==> config.mk <==
export PLATFORM = sky130hd
export DESIGN_NAME = vtu_queue
export DESIGN_NICKNAME = d
export VERILOG_FILES = /design/src/hw/rtl/vtu_pkg.sv /design/src/hw/rtl/vtu_queue.sv
export SDC_FILE = /design/constraint.sdc
export NUM_CORES = 1
export LEC_CHECK = 0
export BUFFER_PORTS_ARGS = -buffer_cell sky130_fd_sc_hd__buf_2
export CORE_MARGIN = 5
export CORE_UTILIZATION = 56
export DETAILED_ROUTE_END_ITERATION = 8
export PLACE_DENSITY = 0.84
export SYNTH_ARGS = -nofsm -noshare
export SYNTH_HDL_FRONTEND = slang
export SYNTH_SLANG_ARGS = --single-unit
==> constraint.sdc <==
create_clock -name clk_i -period 8.6 [get_ports clk_i]
set_input_delay 0.43 -clock clk_i [delete_from_list [all_inputs] [get_ports clk_i]]
set_output_delay 0.43 -clock clk_i [all_outputs]
set_load 0.01 [all_outputs]
==> src/hw/rtl/vtu_pkg.sv <==
// Shared types, codes and reset constants of the vertex transform unit.
package vtu_pkg;

  localparam int unsigned COORD_W    = 32;
  localparam int unsigned COEF_W     = 16;
  localparam int unsigned CFG_IDX_W  = 3;
  localparam int unsigned CFG_DATA_W = 32;

  localparam int unsigned DEFAULT_QUEUE_DEPTH = 2;

  localparam logic [2:0] MODE_IDENTITY = 3'd0;
  localparam logic [2:0] MODE_ROT_X    = 3'd1;
  localparam logic [2:0] MODE_ROT_Y    = 3'd2;
  localparam logic [2:0] MODE_ROT_Z    = 3'd3;
  localparam logic [2:0] MODE_SCALE    = 3'd4;
  localparam logic [2:0] MODE_SHIFT_X  = 3'd5;
  localparam logic [2:0] MODE_SHIFT_Y  = 3'd6;
  localparam logic [2:0] MODE_SHIFT_Z  = 3'd7;

  localparam logic [CFG_IDX_W-1:0] REG_MODE  = 3'd0;
  localparam logic [CFG_IDX_W-1:0] REG_COS   = 3'd1;
  localparam logic [CFG_IDX_W-1:0] REG_SIN   = 3'd2;
  localparam logic [CFG_IDX_W-1:0] REG_SCALE = 3'd3;
  localparam logic [CFG_IDX_W-1:0] REG_SHIFT = 3'd4;

  localparam logic [1:0] AXIS_X = 2'd0;
  localparam logic [1:0] AXIS_Y = 2'd1;
  localparam logic [1:0] AXIS_Z = 2'd2;

  localparam logic [2:0]         MODE_RST  = MODE_IDENTITY;
  localparam logic [COEF_W-1:0]  COS_RST   = 16'h4000;
  localparam logic [COEF_W-1:0]  SIN_RST   = 16'h0000;
  localparam logic [COORD_W-1:0] SCALE_RST = 32'h0001_0000;
  localparam logic [COORD_W-1:0] SHIFT_RST = 32'h0000_0000;

  typedef enum logic [1:0] {
    OP_PASS,
    OP_ROT,
    OP_SCALE,
    OP_SHIFT
  } op_e;

  typedef enum logic [1:0] {
    RND_NONE,
    RND_Q14,
    RND_Q16
  } rnd_e;

  typedef struct packed {
    op_e        op;
    logic [1:0] axis_a;
    logic [1:0] axis_b;
  } cmd_t;

  typedef struct packed {
    logic [2:0][COORD_W-1:0] v;
    logic                    restart;
    cmd_t                    cmd;
  } item_t;

  typedef struct packed {
    logic [COEF_W-1:0]  cos_coef;
    logic [COEF_W-1:0]  sin_coef;
    logic [COORD_W-1:0] scale_factor;
    logic [COORD_W-1:0] shift_amount;
  } cfg_t;

endpackage

==> src/hw/rtl/vtu_queue.sv <==
// Small first-in first-out queue of decoded requests between front and back end.
module vtu_queue #(
  parameter int unsigned DEPTH = vtu_pkg::DEFAULT_QUEUE_DEPTH
) (
  input  logic           clk_i,
  input  logic           rst_ni,
  input  vtu_pkg::item_t item_i,
  input  logic           valid_i,
  output logic           ready_o,
  output vtu_pkg::item_t item_o,
  output logic           valid_o,
  input  logic           ready_i
);

  localparam int unsigned PW = (DEPTH > 1) ? $clog2(DEPTH) : 1;
  localparam int unsigned CW = $clog2(DEPTH + 1);

  vtu_pkg::item_t mem_q [DEPTH];
  logic [PW-1:0]  wr_q, wr_d;
  logic [PW-1:0]  rd_q, rd_d;
  logic [CW-1:0]  cnt_q, cnt_d;
  logic           push, pop;

  assign ready_o = cnt_q != CW'(DEPTH);
  assign valid_o = cnt_q != '0;
  assign push    = valid_i && ready_o;
  assign pop     = valid_o && ready_i;
  assign item_o  = mem_q[rd_q];

  always_comb begin
    wr_d  = wr_q;
    rd_d  = rd_q;
    cnt_d = cnt_q;
    if (push) begin
      wr_d = (wr_q == PW'(DEPTH - 1)) ? '0 : wr_q + 1'b1;
    end
    if (pop) begin
      rd_d = (rd_q == PW'(DEPTH - 1)) ? '0 : rd_q + 1'b1;
    end
    if (push && !pop) begin
      cnt_d = cnt_q + 1'b1;
    end else if (pop && !push) begin
      cnt_d = cnt_q - 1'b1;
    end
  end

  always_ff @(posedge clk_i or negedge rst_ni) begin
    if (!rst_ni) begin
      wr_q  <= '0;
      rd_q  <= '0;
      cnt_q <= '0;
    end else begin
      wr_q  <= wr_d;
      rd_q  <= rd_d;
      cnt_q <= cnt_d;
    end
  end

  always_ff @(posedge clk_i) begin
    if (push) begin
      mem_q[wr_q] <= item_i;
    end
  end

  a_cnt_bound: assert property (@(posedge clk_i) disable iff (!rst_ni)
    cnt_q <= CW'(DEPTH))
    else $error("Queue fill count exceeds its depth.");

  a_cnt_grow: assert property (@(posedge clk_i) disable iff (!rst_ni)
    (push && !pop) |=> (cnt_q == CW'($past(cnt_q) + 1'b1)))
    else $error("Queue fill count did not follow a lone push.");

endmodule

==> flow_summary.toml <==
[synth]
syn_inst = 339
ys_ff_latch = 210
synth_cell_types = 16
syn_nets = 447
postSynthAreaPerCell_um2 = 23.2
ys_warn_count = 0
ys_seq_area_share_pct = 79.8
syn-cell-area_um2 = 7880

[setup_path]
path_max_fanout = 58
critical_path_class = "flip-flop to output pin"
arrival_ns = 2.87
worstPathRequired_ns = 8.17
start_kind = "flip-flop"
endpoint_kind = "output pin"

[sta]
finalCriticalPeriod_ns = 3.30
grt_setup_unrepaired = "false"
setup_viol = 0
setup_slack_ns = 5.30
final.setup.tns_ns = 0
slew_violations = 0
worst_pin_slew_ns = 1.02
fin_crit_sh_pct = 38.4
fmax_ghz = 0.303
relSlewSlack_pct = 32.2
hold_violations = 0
fin_skew_ns = 0.00427

[final_layout]
multiInputGateArea_um2 = 1490
layoutNonFillerInstCount = 759
antennaDiodeCount = 0
syn_to_final_growth_pct = 23.3
seq_area_um2 = 6290
fillCellCount = 887
utilization_pct = 70.3
final_nets = 674
drive_above_1_share_pct = 60.1

[routing]
num_vias = 3849
firstDrtPassIters = 4
ant_nets = 0
avgRoutedWirePerCell_um = 19.1
wl_um = 14500
vias_per_cell = 5.07
drc = 0
drtIter0Drc = 197

[floorplan]
start_util_pct = 57.0
die_h_um = 129
dieArea_um2 = 16500
die_w_um = 129
row_count = 43
coreArea_um2 = 13800
io_pins = 212

[grt]
track_usage_pct = 17.0
grt_max_degree = 59
overflow = 0
antenna_found_initial = 0
grt_pass1_vias = 4184
grt_pass1_wl_um = 21800

[clocking]
cts-buffers-inserted = 21
cts_tree = "yes"
cts_max_level = 1
clk_path_buf_depth = 3
clock_sinks = 210
root_buffer = "clkbuf_16"
clock_latency_ns = 0.47
clkTransAtPathRegs_ns = 0.06

[place]
dp_hpwl_um = 9680
numPlacedInstances = 722
io_buffers = 211
place.gp.congestion = 0.780
pre_cts_ws_ns = 5.79

[power]
vdd_ir_drop_max_mv = 0.258
leakage_nw = 3.83
power_density_nw_per_um2 = 341
p_total_mw = 3.31

[status]
outcome = "complete, no violations"

[min_path]
hold_path_class = "input pin to flip-flop"

[job]
cap_violations = 0
## cells in the final DEF (no fill, tap or decap), drive strengths merged, types with 2 or more instances in the layout
master	Yosys	routed
buf	12	215
clkbuf	0	24
clkinv	0	11
dfrtp	4	4
edfxtp	206	206
mux2	103	103
nand2	2	2
nor2	2	2
xnor2	3	3
xor2	2	2
## synth_stat cells, drive strengths merged
master	n	area share, %
buf	12	1.4
xor2	2	0.22
xnor2	3	0.33
mux2	103	18
and3	1	0.079
dfrtp	4	1.3
nand2b	1	0.079
ha	1	0.16
or2	1	0.079
nand2	2	0.095
edfxtp	206	79
nor2	2	0.095
inv	1	0.048
## layer usage
layer	vias to the layer above	wire (um)	track usage [%]
met2	158	7370	29.9
li1	1794	-	-
met1	1887	5650	21.7
met5	-	0	0
met3	10	1390	4.44
met4	0	89	3.09
## worst paths after layout
path / end / slack, ns / depth (start not counted) / from
min in group asynchronous: rd_q / 0.32 / 2 / rst_ni
worst min register to register: cnt_q[1] / 0.50 / 1 / cnt_q[1]
worst max-delay path: item_o[88] / 5.30 / 3 / rd_q
worst max register to register: mem_q[0][19] / 6.08 / 5 / cnt_q[0]
worst min-delay path: mem_q[0][39] / 0.15 / 1 / item_i[39]
max in group asynchronous: rd_q / 8.14 / 2 / rst_ni
## where the power goes
part	internal [mW]	switching (mW)
registers	1.40	0.109
logic	0.502	0.493
clock network	0.473	0.334
total	2.38	0.936
## repair_timing
item	CTS	global route
hold buffers	1	0
setup endpoints to repair	0	0
resized for setup	0	0
hold endpoints to repair	4	0
setup buffers	0	0
## cell type report
cell class | count | area share (%)
clock inverters | 12 | 0.786
inverters | 1 | 0.0386
flip-flops and latches | 210 | 64.7
well taps | 180 | 2.32
multi-input cells | 116 | 15.3
clock buffers | 24 | 5.52
repair buffers | 216 | 11.3
## sequential cells by signal, summed over array words and instances, names as in the netlist
register	flops
wr_q	1
rd_q	1
mem_q	206
cnt_q	2
## stage by stage
step                      instance area (um2)  hold WS (ns)
final                                    9720         0.145
after global routing                     9720         0.127
after CTS                                9720         0.130
after detailed placement                 9090         0.244
after global placement                   9090         0.237
after floorplan                          7880         0.134
## cell families after synthesis
kind of cell             after synthesis  share of synthesized area (%)
buffers and inverters                 13                           1.49
XOR/XNOR                               5                          0.556
flip-flops                           210                           79.8
AND/OR/NAND/NOR                        7                          0.429
multiplexers                         103                           17.6
adder cells (fa/ha/maj)                1                          0.159
## critical path, stage by stage, from the launching register on
cell and delay [ns]:
dfrtp_4 0.89, buf_4 0.84, mux2_2 0.42, buf_2 0.14
Power figures use the tool's default switching activity.
