**src/hw/rtl/vtu_pkg.sv**
```systemverilog
// Shared types, codes and reset constants of the vertex transform unit.
package vtu_pkg;

  localparam int unsigned COORD_W    = 32;
  localparam int unsigned COEF_W     = 16;
  localparam int unsigned CFG_IDX_W  = 3;
  localparam int unsigned CFG_DATA_W = 32;

  localparam int unsigned DEFAULT_QUEUE_DEPTH = 2;

  localparam logic [2:0] MODE_IDENTITY = 3'd0;
  localparam logic [2:0] MODE_ROT_X    = 3'd1;
  localparam logic [2:0] MODE_ROT_Y    = 3'd2;
  localparam logic [2:0] MODE_ROT_Z    = 3'd3;
  localparam logic [2:0] MODE_SCALE    = 3'd4;
  localparam logic [2:0] MODE_SHIFT_X  = 3'd5;
  localparam logic [2:0] MODE_SHIFT_Y  = 3'd6;
  localparam logic [2:0] MODE_SHIFT_Z  = 3'd7;

  localparam logic [CFG_IDX_W-1:0] REG_MODE  = 3'd0;
  localparam logic [CFG_IDX_W-1:0] REG_COS   = 3'd1;
  localparam logic [CFG_IDX_W-1:0] REG_SIN   = 3'd2;
  localparam logic [CFG_IDX_W-1:0] REG_SCALE = 3'd3;
  localparam logic [CFG_IDX_W-1:0] REG_SHIFT = 3'd4;

  localparam logic [1:0] AXIS_X = 2'd0;
  localparam logic [1:0] AXIS_Y = 2'd1;
  localparam logic [1:0] AXIS_Z = 2'd2;

  localparam logic [2:0]         MODE_RST  = MODE_IDENTITY;
  localparam logic [COEF_W-1:0]  COS_RST   = 16'h4000;
  localparam logic [COEF_W-1:0]  SIN_RST   = 16'h0000;
  localparam logic [COORD_W-1:0] SCALE_RST = 32'h0001_0000;
  localparam logic [COORD_W-1:0] SHIFT_RST = 32'h0000_0000;

  typedef enum logic [1:0] {
    OP_PASS,
    OP_ROT,
    OP_SCALE,
    OP_SHIFT
  } op_e;

  typedef enum logic [1:0] {
    RND_NONE,
    RND_Q14,
    RND_Q16
  } rnd_e;

  typedef struct packed {
    op_e        op;
    logic [1:0] axis_a;
    logic [1:0] axis_b;
  } cmd_t;

  typedef struct packed {
    logic [2:0][COORD_W-1:0] v;
    logic                    restart;
    cmd_t                    cmd;
  } item_t;

  typedef struct packed {
    logic [COEF_W-1:0]  cos_coef;
    logic [COEF_W-1:0]  sin_coef;
    logic [COORD_W-1:0] scale_factor;
    logic [COORD_W-1:0] shift_amount;
  } cfg_t;

endpackage

```
**src/hw/rtl/vtu_front.sv**
```systemverilog
// Front end: accepts vertex requests and decodes the transform mode into a command.
module vtu_front (
  input  logic                             clk_i,
  input  logic                             rst_ni,
  input  logic                             s_axis_tvalid,
  output logic                             s_axis_tready,
  input  logic [3*vtu_pkg::COORD_W-1:0]    s_axis_tdata,
  input  logic                             s_axis_tuser,
  input  logic [2:0]                       mode_i,
  output vtu_pkg::item_t                   item_o,
  output logic                             valid_o,
  input  logic                             ready_i
);

  vtu_pkg::cmd_t  cmd_d;
  vtu_pkg::item_t item_d;
  vtu_pkg::item_t item_q;
  logic           valid_q;
  logic           accept;

  always_comb begin
    cmd_d = '{op: vtu_pkg::OP_PASS, axis_a: vtu_pkg::AXIS_X, axis_b: vtu_pkg::AXIS_X};
    unique case (mode_i)
      vtu_pkg::MODE_IDENTITY: cmd_d.op = vtu_pkg::OP_PASS;
      vtu_pkg::MODE_ROT_X: begin
        cmd_d = '{op: vtu_pkg::OP_ROT, axis_a: vtu_pkg::AXIS_Y, axis_b: vtu_pkg::AXIS_Z};
      end
      vtu_pkg::MODE_ROT_Y: begin
        cmd_d = '{op: vtu_pkg::OP_ROT, axis_a: vtu_pkg::AXIS_X, axis_b: vtu_pkg::AXIS_Z};
      end
      vtu_pkg::MODE_ROT_Z: begin
        cmd_d = '{op: vtu_pkg::OP_ROT, axis_a: vtu_pkg::AXIS_X, axis_b: vtu_pkg::AXIS_Y};
      end
      vtu_pkg::MODE_SCALE: cmd_d.op = vtu_pkg::OP_SCALE;
      vtu_pkg::MODE_SHIFT_X: begin
        cmd_d = '{op: vtu_pkg::OP_SHIFT, axis_a: vtu_pkg::AXIS_X, axis_b: vtu_pkg::AXIS_X};
      end
      vtu_pkg::MODE_SHIFT_Y: begin
        cmd_d = '{op: vtu_pkg::OP_SHIFT, axis_a: vtu_pkg::AXIS_Y, axis_b: vtu_pkg::AXIS_Y};
      end
      vtu_pkg::MODE_SHIFT_Z: begin
        cmd_d = '{op: vtu_pkg::OP_SHIFT, axis_a: vtu_pkg::AXIS_Z, axis_b: vtu_pkg::AXIS_Z};
      end
      default: cmd_d.op = vtu_pkg::OP_PASS;
    endcase
  end

  always_comb begin
    item_d.v       = s_axis_tdata;
    item_d.restart = s_axis_tuser;
    item_d.cmd     = cmd_d;
  end

  assign s_axis_tready = !valid_q || ready_i;
  assign accept        = s_axis_tvalid && s_axis_tready;

  always_ff @(posedge clk_i or negedge rst_ni) begin
    if (!rst_ni) begin
      valid_q <= 1'b0;
    end else if (s_axis_tready) begin
      valid_q <= s_axis_tvalid;
    end
  end

  always_ff @(posedge clk_i) begin
    if (accept) begin
      item_q <= item_d;
    end
  end

  assign item_o  = item_q;
  assign valid_o = valid_q;

endmodule

```
**config.mk**
```make
export PLATFORM = sky130hd
export DESIGN_NAME = vtu_front
export DESIGN_NICKNAME = d
export VERILOG_FILES = /design/src/hw/rtl/vtu_pkg.sv /design/src/hw/rtl/vtu_front.sv
export SDC_FILE = /design/constraint.sdc
export NUM_CORES = 1
export LEC_CHECK = 0
export BUFFER_PORTS_ARGS = -buffer_cell sky130_fd_sc_hd__buf_2
export CORE_ASPECT_RATIO = 1.2
export CORE_MARGIN = 8
export CORE_UTILIZATION = 41
export CTS_CLUSTER_DIAMETER = 200
export DETAILED_ROUTE_END_ITERATION = 16
export PLACE_DENSITY = 0.78
export SLEW_MARGIN = 10
export SYNTH_ARGS = -nofsm -noshare
export SYNTH_HDL_FRONTEND = slang
export SYNTH_SLANG_ARGS = --single-unit
```
**constraint.sdc**
```tcl
create_clock -name clk_i -period 4.3 [get_ports clk_i]
set_input_delay 1.075 -clock clk_i [delete_from_list [all_inputs] [get_ports clk_i]]
set_output_delay 1.075 -clock clk_i [all_outputs]
set_load 0.05 [all_outputs]
```
==> results of run 1 <==
[area by class of cell]
cell class                 count  area (um^2)  area share
clock buffer                   9          124      0.0270
clock inverter                 7         78.8      0.0172
multi-input combinational     13         88.8      0.0194
sequential                   104         3120       0.680
tap                           92          115      0.0251
timing repair buffer         209         1060       0.231
[cells in the mapped netlist]
cell / instances / share of area
and2_1: 2 / 0.0039
and3_2: 1 / 0.0023
clkbuf_1: 1 / 0.0012
clkbuf_2: 1 / 0.0016
dfrtp_1: 1 / 0.0078
edfxtp_1: 103 / 0.96
mux2i_1: 1 / 0.0031
nand2_1: 2 / 0.0023
nand2b_1: 3 / 0.0058
o22ai_1: 1 / 0.0019
or2_2: 1 / 0.0019
xnor2_1: 1 / 0.0027
xor2_1: 1 / 0.0027
[per-layer routing]
layer  track usage  wire length [um]  up-vias
li1              -                 -      903
met1         0.129              2790      940
met2         0.251              4320      139
met3         0.101              1160       12
met4        0.0555               110        2
met5             0                11        -
[flip-flops by register name, indices dropped and copies added, names as in the netlist]
name	flops
item_o	103
valid_o	1
[worst max path at each step]
stage                 start                   to  slack [ns]  cells past startpoint
CTS                 ready_i        s_axis_tready        1.64                      3
finish              ready_i        s_axis_tready        1.65                      3
floorplan           ready_i  item_o[0]$_DFFE_PP_        0.94                      2
global route        ready_i        s_axis_tready        1.64                      3
global placement    ready_i        s_axis_tready        1.68                      3
detailed placement  ready_i        s_axis_tready        1.65                      3
[power by group]
part | internal [mW] | switching, mW | total (mW)
logic | 0.0737 | 0.253 | 0.327
registers | 1.18 | 0.0131 | 1.19
clock network | 0.275 | 0.328 | 0.603
total | 1.53 | 0.594 | 2.12
[logic make-up after synthesis]
group,Yosys count,share of synthesized area
DFF,104,0.970
and+or+nand+nor,9,0.0164
xor gates and xnor gates,2,0.00545
buffers and inverters,2,0.00272
AOI/OAI and AO/OA,1,0.00195
muxes,1,0.00312
[layout by cell type, fill, tap and decap left out]
cell type and n:
and2_1 1, clkinvlp_4 1, inv_8 1, buf_2 208, or2_2 1, mux2i_1 1, dfrtp_1 1, clkinv_1 1
nand2b_1 3, and2_4 1, buf_12 1, clkinv_4 2, bufinv_16 1, clkbuf_8 9, edfxtp_1 103, xnor2_1 1
inv_6 1, nand2_1 2, o22ai_1 1, and3_2 1, xor2_1 1
[critical path: stages]
cell and delay (ns):
buf_2 0.07, nand2b_1 0.14, buf_2 0.28
==> metrics.txt, run 1 <==
status=finished, final reports clean; root buf cell=clkbuf_8; port bufs=around 210; CTS sink cnt=about 100; Hold Worst Slack=0.488 ns; cts hold-fix bufs=0; Critical Path RT=around 3.2 ns; Die Y=around 110 um; WP data arrival=between 1.5 and 2 ns; worst setup margin=approximately 1.7 ns; worst r2r dst=item_o[21]$_DFFE_PP_; area grow syn2layout=42.7%; Synth cell types=13; IO Count=approximately 210; post-DP HPWL=roughly 6.8 mm; final cycle utilization of the critical path=0.616; Syn Nets=223; Power, Total=roughly 2.1 mW; CTS tree=yes; clk_skew=~0.0098 ns; largest net degree at the start of global routing=57; DR vias=1996; global-route wire length before repair=12.1 mm; post-cts resize count=0; Post-DRT Antenna Nets=0; R2R cell count=3; final core utilization=0.598; CTS Buffer Depth=2; Synth Register Bits=about 100; Max-slew headroom=0.588; clock-pin transition on the worst setup and hold timing paths=approximately 0.090 ns; crit path max fanout=3; finished layout cell area=0.00459 mm^2; Final TNS setup=0 ns; vias in the first global route=between 2000 and 2500; Mean Syn Cell Area=~27 um^2; total gr overflow=0; Starting DRT DRC Count=83; Final Hold Viols=0; Cell Area, Synth=0.00321 mm^2; htree depth=3; worst reg2reg path startpoint=valid_o$_DFFE_PN0N_; Slew Limit Fails=0; Detailed Routing Iterations Pass 1=4; n_diodes=0; Initial Util=0.419; post-route minimum period=~2.6 ns; Worst-Margin Slew=roughly 0.62 ns; drt wl/cell=around 19 um; Non-Filler Instances=around 430; layout cells sized above 1=0.664; CTS Buf Count=9; placed insts=around 420; R2R setup slack=2.50 ns; Total Nets Final=around 440; GRT Overall Usage=0.146; CP endpoint kind=primary output; Hold Path Class=in -> async; DR DRC count=0; Core Rows=35; Setup Fix Bufs, Post-CTS=0; DRT Wirelength=approximately 8.4 mm; synth warn=0; clk_lat worst skew=between 0.3 and 0.4 ns; Final Setup Violations=0; Core ar.=0.00766 mm^2; synthesized instance count=around 120; RSZ-0062 raised after global routing=no; CP Class=in -> out; Post-DP Area=0.00438 mm^2; leakage power total=around 2.0 nW; PwrDens=about 460 mW/mm^2; Avg Vias per Cell=between 4 and 5; initial antenna violation count=1; sequential element share of the synthesized area=0.970; Peak VDD IR=~280 uV; DIE AREA=roughly 0.011 mm^2; FILL cells=580; Max Fclk=~0.38 GHz; pre-CTS WS=roughly 1.6 ns; routability congestion estimate=roughly 0.7; horizontal die dimension=96.8 um; startpoint types=input port; Max Cap Viol=0
Power figures use the tool's default switching activity.
==> inputs of run 2 (changes only) <==
CORE_UTILIZATION = 37   (was 41)
PLACE_DENSITY = 0.75   (was 0.78)
clock period = 2.4 ns   (was 4.3 ns; I/O delays follow)
==> metrics.txt, run 2 (synthesized netlist as in run 1, its figures left out) <==
status=finished, final reports clean; Hold Path Class=in -> reg; Setup Fix Bufs, Post-CTS=0; largest net degree at the start of global routing=roughly 100; GRT Overall Usage=0.131; post-cts resize count=0; register area=approximately 0.0031 mm^2; Flop pwr share=0.578; CTS Buf Count=9; post-route minimum period=about 1.7 ns; RSZ-0062 raised after global routing=no; CTS tree=yes; global-route wire length before repair=~12 mm; Final Setup Violations=0; Worst-Margin Slew=0.537 ns; DR vias=1949; DIE AREA=around 0.012 mm^2; finished layout cell area=between 0.004 and 0.005 mm^2; startpoint types=flop; Initial Util=0.377; WP data arrival=1.11 ns; Final Hold Viols=0; CP Class=reg -> out; Hold Worst Slack=0.422 ns; Max Fclk=0.583 GHz; Power, Total=3.70 mW; clk_lat worst skew=about 0.34 ns; slowest stage delay, CP=about 0.38 ns; Largest register FFs=103; layout cells sized above 1=0.651; root buf cell=clkbuf_8; leading cell types in the layout, fill and taps excluded=buf_2, edfxtp_1, clkbuf_8; Post-DP Area=around 0.0044 mm^2; Detailed Routing Iterations Pass 1=4; initial antenna violation count=5; pre-CTS WS=about 0.6 ns; drt wl/cell=17.3 um; Comb pwr share=0.158; CTS sink cnt=roughly 100; horizontal die dimension=a little over 100 um; Critical Path RT=about 1.8 ns; Core ar.=0.00852 mm^2; worst path buffer plus inverter count=1; final cycle utilization of the critical path=0.714; Internal=approximately 2.7 mW; FILL cells=742; clk_skew=about 0.0068 ns; Sw Share=0.264; commonest non-fill, non-tap cell in the layout=buf_2; cell family with the largest share of critical-path delay=flip-flops; htree depth=3; CTS Buffer Depth=2; cts hold-fix bufs=1; DRT Wirelength=between 7 and 8 mm; Avg Vias per Cell=between 4 and 5; Post-DRT Antenna Nets=0; clock share of power=0.264; leakage power total=between 1.5 and 2 nW; Max Cap Viol=0; port bufs=roughly 210; IO Count=209; slowest CP cell=dfrtp_1; Die Y=~120 um; Peak VDD IR=between 400 and 500 uV; crit path max fanout=3; PwrDens=805 mW/mm^2; Slew Limit Fails=0; Starting DRT DRC Count=69; Psw=~0.98 mW; vias in the first global route=about 2200; Total Nets Final=around 440; Final TNS setup=0 ns; worst setup margin=between 0.6 and 0.7 ns; multi-input combinational cell area=roughly 89 um^2; CP Cell Sequence=nand2b_1, buf_2; clock-pin transition on the worst setup and hold timing paths=0.08 ns; Max-slew headroom=0.642; routability congestion estimate=between 0.7 and 0.8; post-DP HPWL=around 6.3 mm; total gr overflow=0; CP endpoint kind=primary output; Core Rows=37; area grow syn2layout=43.0%; DR DRC count=0
run 2: power groups by stage:
stage | logic [mW] | registers, mW | clock network [mW]
floorplan | 0.0491 | 2.52 | 0
global placement | 0.580 | 2.18 | 0
detailed placement | 0.589 | 2.18 | 0
CTS | 0.590 | 2.14 | 1.02
global route | 0.607 | 2.15 | 1.09
finish | 0.582 | 2.14 | 0.978
run 2: path summary, 6_finish.rpt:
kind,startpoint,endpoint,slack (ns),cells after the start
worst max-delay path,valid_o$_DFFE_PN0N_,s_axis_tready,0.69,2
min in group asynchronous,rst_ni,valid_o$_DFFE_PN0N_,0.55,2
worst min register to register,valid_o$_DFFE_PN0N_,valid_o$_DFFE_PN0N_,0.55,2
worst max register to register,valid_o$_DFFE_PN0N_,item_o[36]$_DFFE_PP_,0.91,3
max in group asynchronous,rst_ni,valid_o$_DFFE_PN0N_,1.77,2
worst min-delay path,s_axis_tdata[67],item_o[74]$_DFFE_PP_,0.42,1
run 2: stage by stage:
| step | cells | utilization |
|---|---|---|
| after floorplan | 119 | - |
| after global routing | 459 | 0.540 |
| after CTS | 458 | 0.539 |
| after detailed placement | 443 | 0.518 |
| after global placement | 443 | 0.518 |
| final | 459 | 0.540 |
run 2: metal layers:
metal	up-vias	routed length (um)	global-route usage
li1	904	-	-
met1	908	2500	0.114
met2	108	4190	0.228
met3	21	1010	0.0722
met4	8	168	0.0710
met5	-	58	0
run 2: layout make-up:
| class | count | share of cell area |
|---|---|---|
| Tap cell | 117 | 0.0319 |
| Clock buffer | 13 | 0.0302 |
| Sequential cell | 104 | 0.678 |
| Clock inverter | 1 | 0.00653 |
| Timing Repair Buffer | 210 | 0.233 |
| Antenna cell | 1 | 0.000545 |
| Multi-Input combinational cell | 13 | 0.0193 |
==> inputs of run 3 (changes only) <==
ABC_AREA = 1   (was not set)
clock period = 1.5 ns   (was 2.4 ns; I/O delays follow)
==> metrics.txt, run 3 <==
status=finished, final reports clean; Hold Worst Slack=approximately 0.19 ns; CTS sink cnt=roughly 100; layout cells sized above 1=0.656; Worst-Margin Slew=approximately 0.34 ns; finished layout cell area=0.00464 mm^2; largest net degree at the start of global routing=69; CTS Buffer Depth=2; drt wl/cell=17.6 um; Synth top area share=0.965; Peak VDD IR=534 uV; RSZ-0062 raised after global routing=no; FFs w/ async S/R, synth=0.00962; Comb pwr share=0.157; Commonest cells post-synth=edfxtp_1, nand2_1, inv_1, nand3_1, inv_2; Die Y=118 um; post-route minimum period=approximately 1.4 ns; crit path max fanout=3; root buf cell=clkbuf_8; total gr overflow=0; leading cell types in the layout, fill and taps excluded=buf_2, edfxtp_1, clkbuf_8; FILL cells=between 700 and 800; Final Hold Viols=0; GRT Overall Usage=0.136; Non-Filler Instances=~470; horizontal die dimension=101 um; most common cell in the synthesized netlist=edfxtp_1; DR vias=~2000; Mean Syn Cell Area=26.1 um^2; leakage power total=roughly 2.0 nW; area leader, netlist=edfxtp_1; Cell Area, Synth=around 0.0032 mm^2; CP Class=reg -> out; Synth Register Bits=around 100; Core ar.=around 0.0085 mm^2; synthesized instance count=around 120; Internal=4.37 mW; initial antenna violation count=3; Slew Limit Fails=0; Max Fclk=between 0.6 and 0.7 GHz; clock share of power=0.273; Core Rows=37; worst setup margin=~0.063 ns; DIE AREA=around 0.012 mm^2; Max-slew headroom=0.771; placed insts=449; Total Nets Final=approximately 450; CTS Buf Count=9; Post-DP Area=approximately 0.0044 mm^2; clk_skew=roughly 0.0047 ns; startpoint types=flop; Hold Path Class=in -> reg; Largest register FFs=103; clock-pin transition on the worst setup and hold timing paths=0.09 ns; Final Setup Violations=0; WP data arrival=between 1 and 1.5 ns; post-DP HPWL=6.59 mm; area grow syn2layout=44.9%; IO Count=around 210; routability congestion estimate=roughly 0.74; Critical Path RT=approximately 1.1 ns; Sw Share=0.273; Starting DRT DRC Count=a little under 70; EDFF count, synth=between 100 and 150; Psw=1.64 mW; Initial Util=0.376; Area contributors post-synth=edfxtp_1, dfrtp_1, nand2_1; vias in the first global route=about 2200; n_diodes=0; Detailed Routing Iterations Pass 1=4; DR DRC count=0; Synth cell types=11; slowest CP cell=dfrtp_2; htree depth=3; Flop pwr share=0.570; global-route wire length before repair=11.9 mm; PwrDens=approximately 1300 mW/mm^2; commonest non-fill, non-tap cell in the layout=buf_2; pre-CTS WS=approximately 0.053 ns; clk_lat worst skew=approximately 0.35 ns; CP endpoint kind=primary output; sequential element share of the synthesized area=0.973; port bufs=208; slowest stage delay, CP=about 0.44 ns; DRT Wirelength=approximately 8.2 mm; Setup Fix Bufs, Post-CTS=0; CTS tree=yes; Max Cap Viol=0; Main synth FF type=edfxtp_1; synth warn=0; Post-DRT Antenna Nets=0; Avg Vias per Cell=between 4 and 5; CP Cell Sequence=nand2_1, buf_6; final cycle utilization of the critical path=0.958; Syn Nets=roughly 230
==> run 3: changes by cell type in the layout (fill, tap and decap cells not counted), moves of 3 or more <==
cell / before / now
inv_1: 0 / 4
nand2b_1: 3 / 0
clkbuf_1: 4 / 1
nand2_1: 2 / 5
nand3_1: 0 / 3
==> run 3: per-layer routing <==
layer  track usage  up-vias  share of wire
li1              -      918              -
met3        0.0651       26           0.12
met5             0        -         0.0054
met4        0.0878        6          0.034
met2         0.244      114           0.54
met1         0.114      907           0.30
==> run 3: cells by family after synthesis <==
kind of cell           count (synthesis)  share of synthesized area
AOI/OAI and AO/OA                      2                    0.00312
buffers and inverters                  7                    0.00820
DFF                                  104                      0.973
and+or+nand+nor                       10                     0.0160
==> run 3: cell type report <==
cell class,instances,area [um^2],area share
clock inverter,6,58.8,0.0127
inverter,6,22.5,0.00485
timing repair buffer,211,1100,0.236
multi-input combinational,12,72.6,0.0156
clock buffer,10,128,0.0275
tap,117,146,0.0315
sequential,104,3120,0.672
==> run 3: repair_timing <==
action	4_1_cts	5_1_grt
hold buffers	1	0
gates resized for setup	1	1
endpoints found under the hold margin	1	0
endpoints found under the setup margin	1	1
==> run 3: worst max-delay path: cells and delay by family (launching register included) <==
kind	cells	cell delay, ns
flip-flops	1	0.44
buffers and inverters	1	0.17
AND/OR/NAND/NOR	1	0.11
==> run 3: stage by stage <==
| stage | utilization | power, mW | setup TNS [ns] |
|---|---|---|---|
| 6_report | 0.545 | 6.01 | 0 |
| 5_1_grt | 0.545 | 6.21 | 0 |
| 4_1_cts | 0.545 | 6.10 | 0 |
| 3_5_place_dp | 0.521 | 4.44 | 0 |
| 3_3_place_gp | 0.521 | 4.42 | 0 |
| 2_1_floorplan | - | 4.12 | -127.26 |
==> run 3: final timing paths <==
check / to / cells after the start / startpoint / slack [ns]
setup / recovery: s_axis_tready / 2 / valid_o$_DFFE_PN0N_ / 0.06
hold / removal: item_o[87]$_DFFE_PP_ / 1 / s_axis_tdata[80] / 0.19
setup reg to reg: item_o[96]$_DFFE_PP_ / 2 / valid_o$_DFFE_PN0N_ / 0.18
hold reg to reg: valid_o$_DFFE_PN0N_ / 2 / valid_o$_DFFE_PN0N_ / 0.59
max in group asynchronous: valid_o$_DFFE_PN0N_ / 2 / rst_ni / 1.09
min in group asynchronous: valid_o$_DFFE_PN0N_ / 2 / rst_ni / 0.32
==> run 3: power groups by stage <==
| stage | combinational (mW) | clock (mW) | sequential [mW] |
|---|---|---|---|
| after floorplan | 0.0769 | 0 | 4.05 |
| after global placement | 0.937 | 0 | 3.48 |
| after detailed placement | 0.952 | 0 | 3.49 |
| after CTS | 0.955 | 1.71 | 3.43 |
| after global routing | 0.985 | 1.78 | 3.44 |
| final | 0.944 | 1.64 | 3.42 |
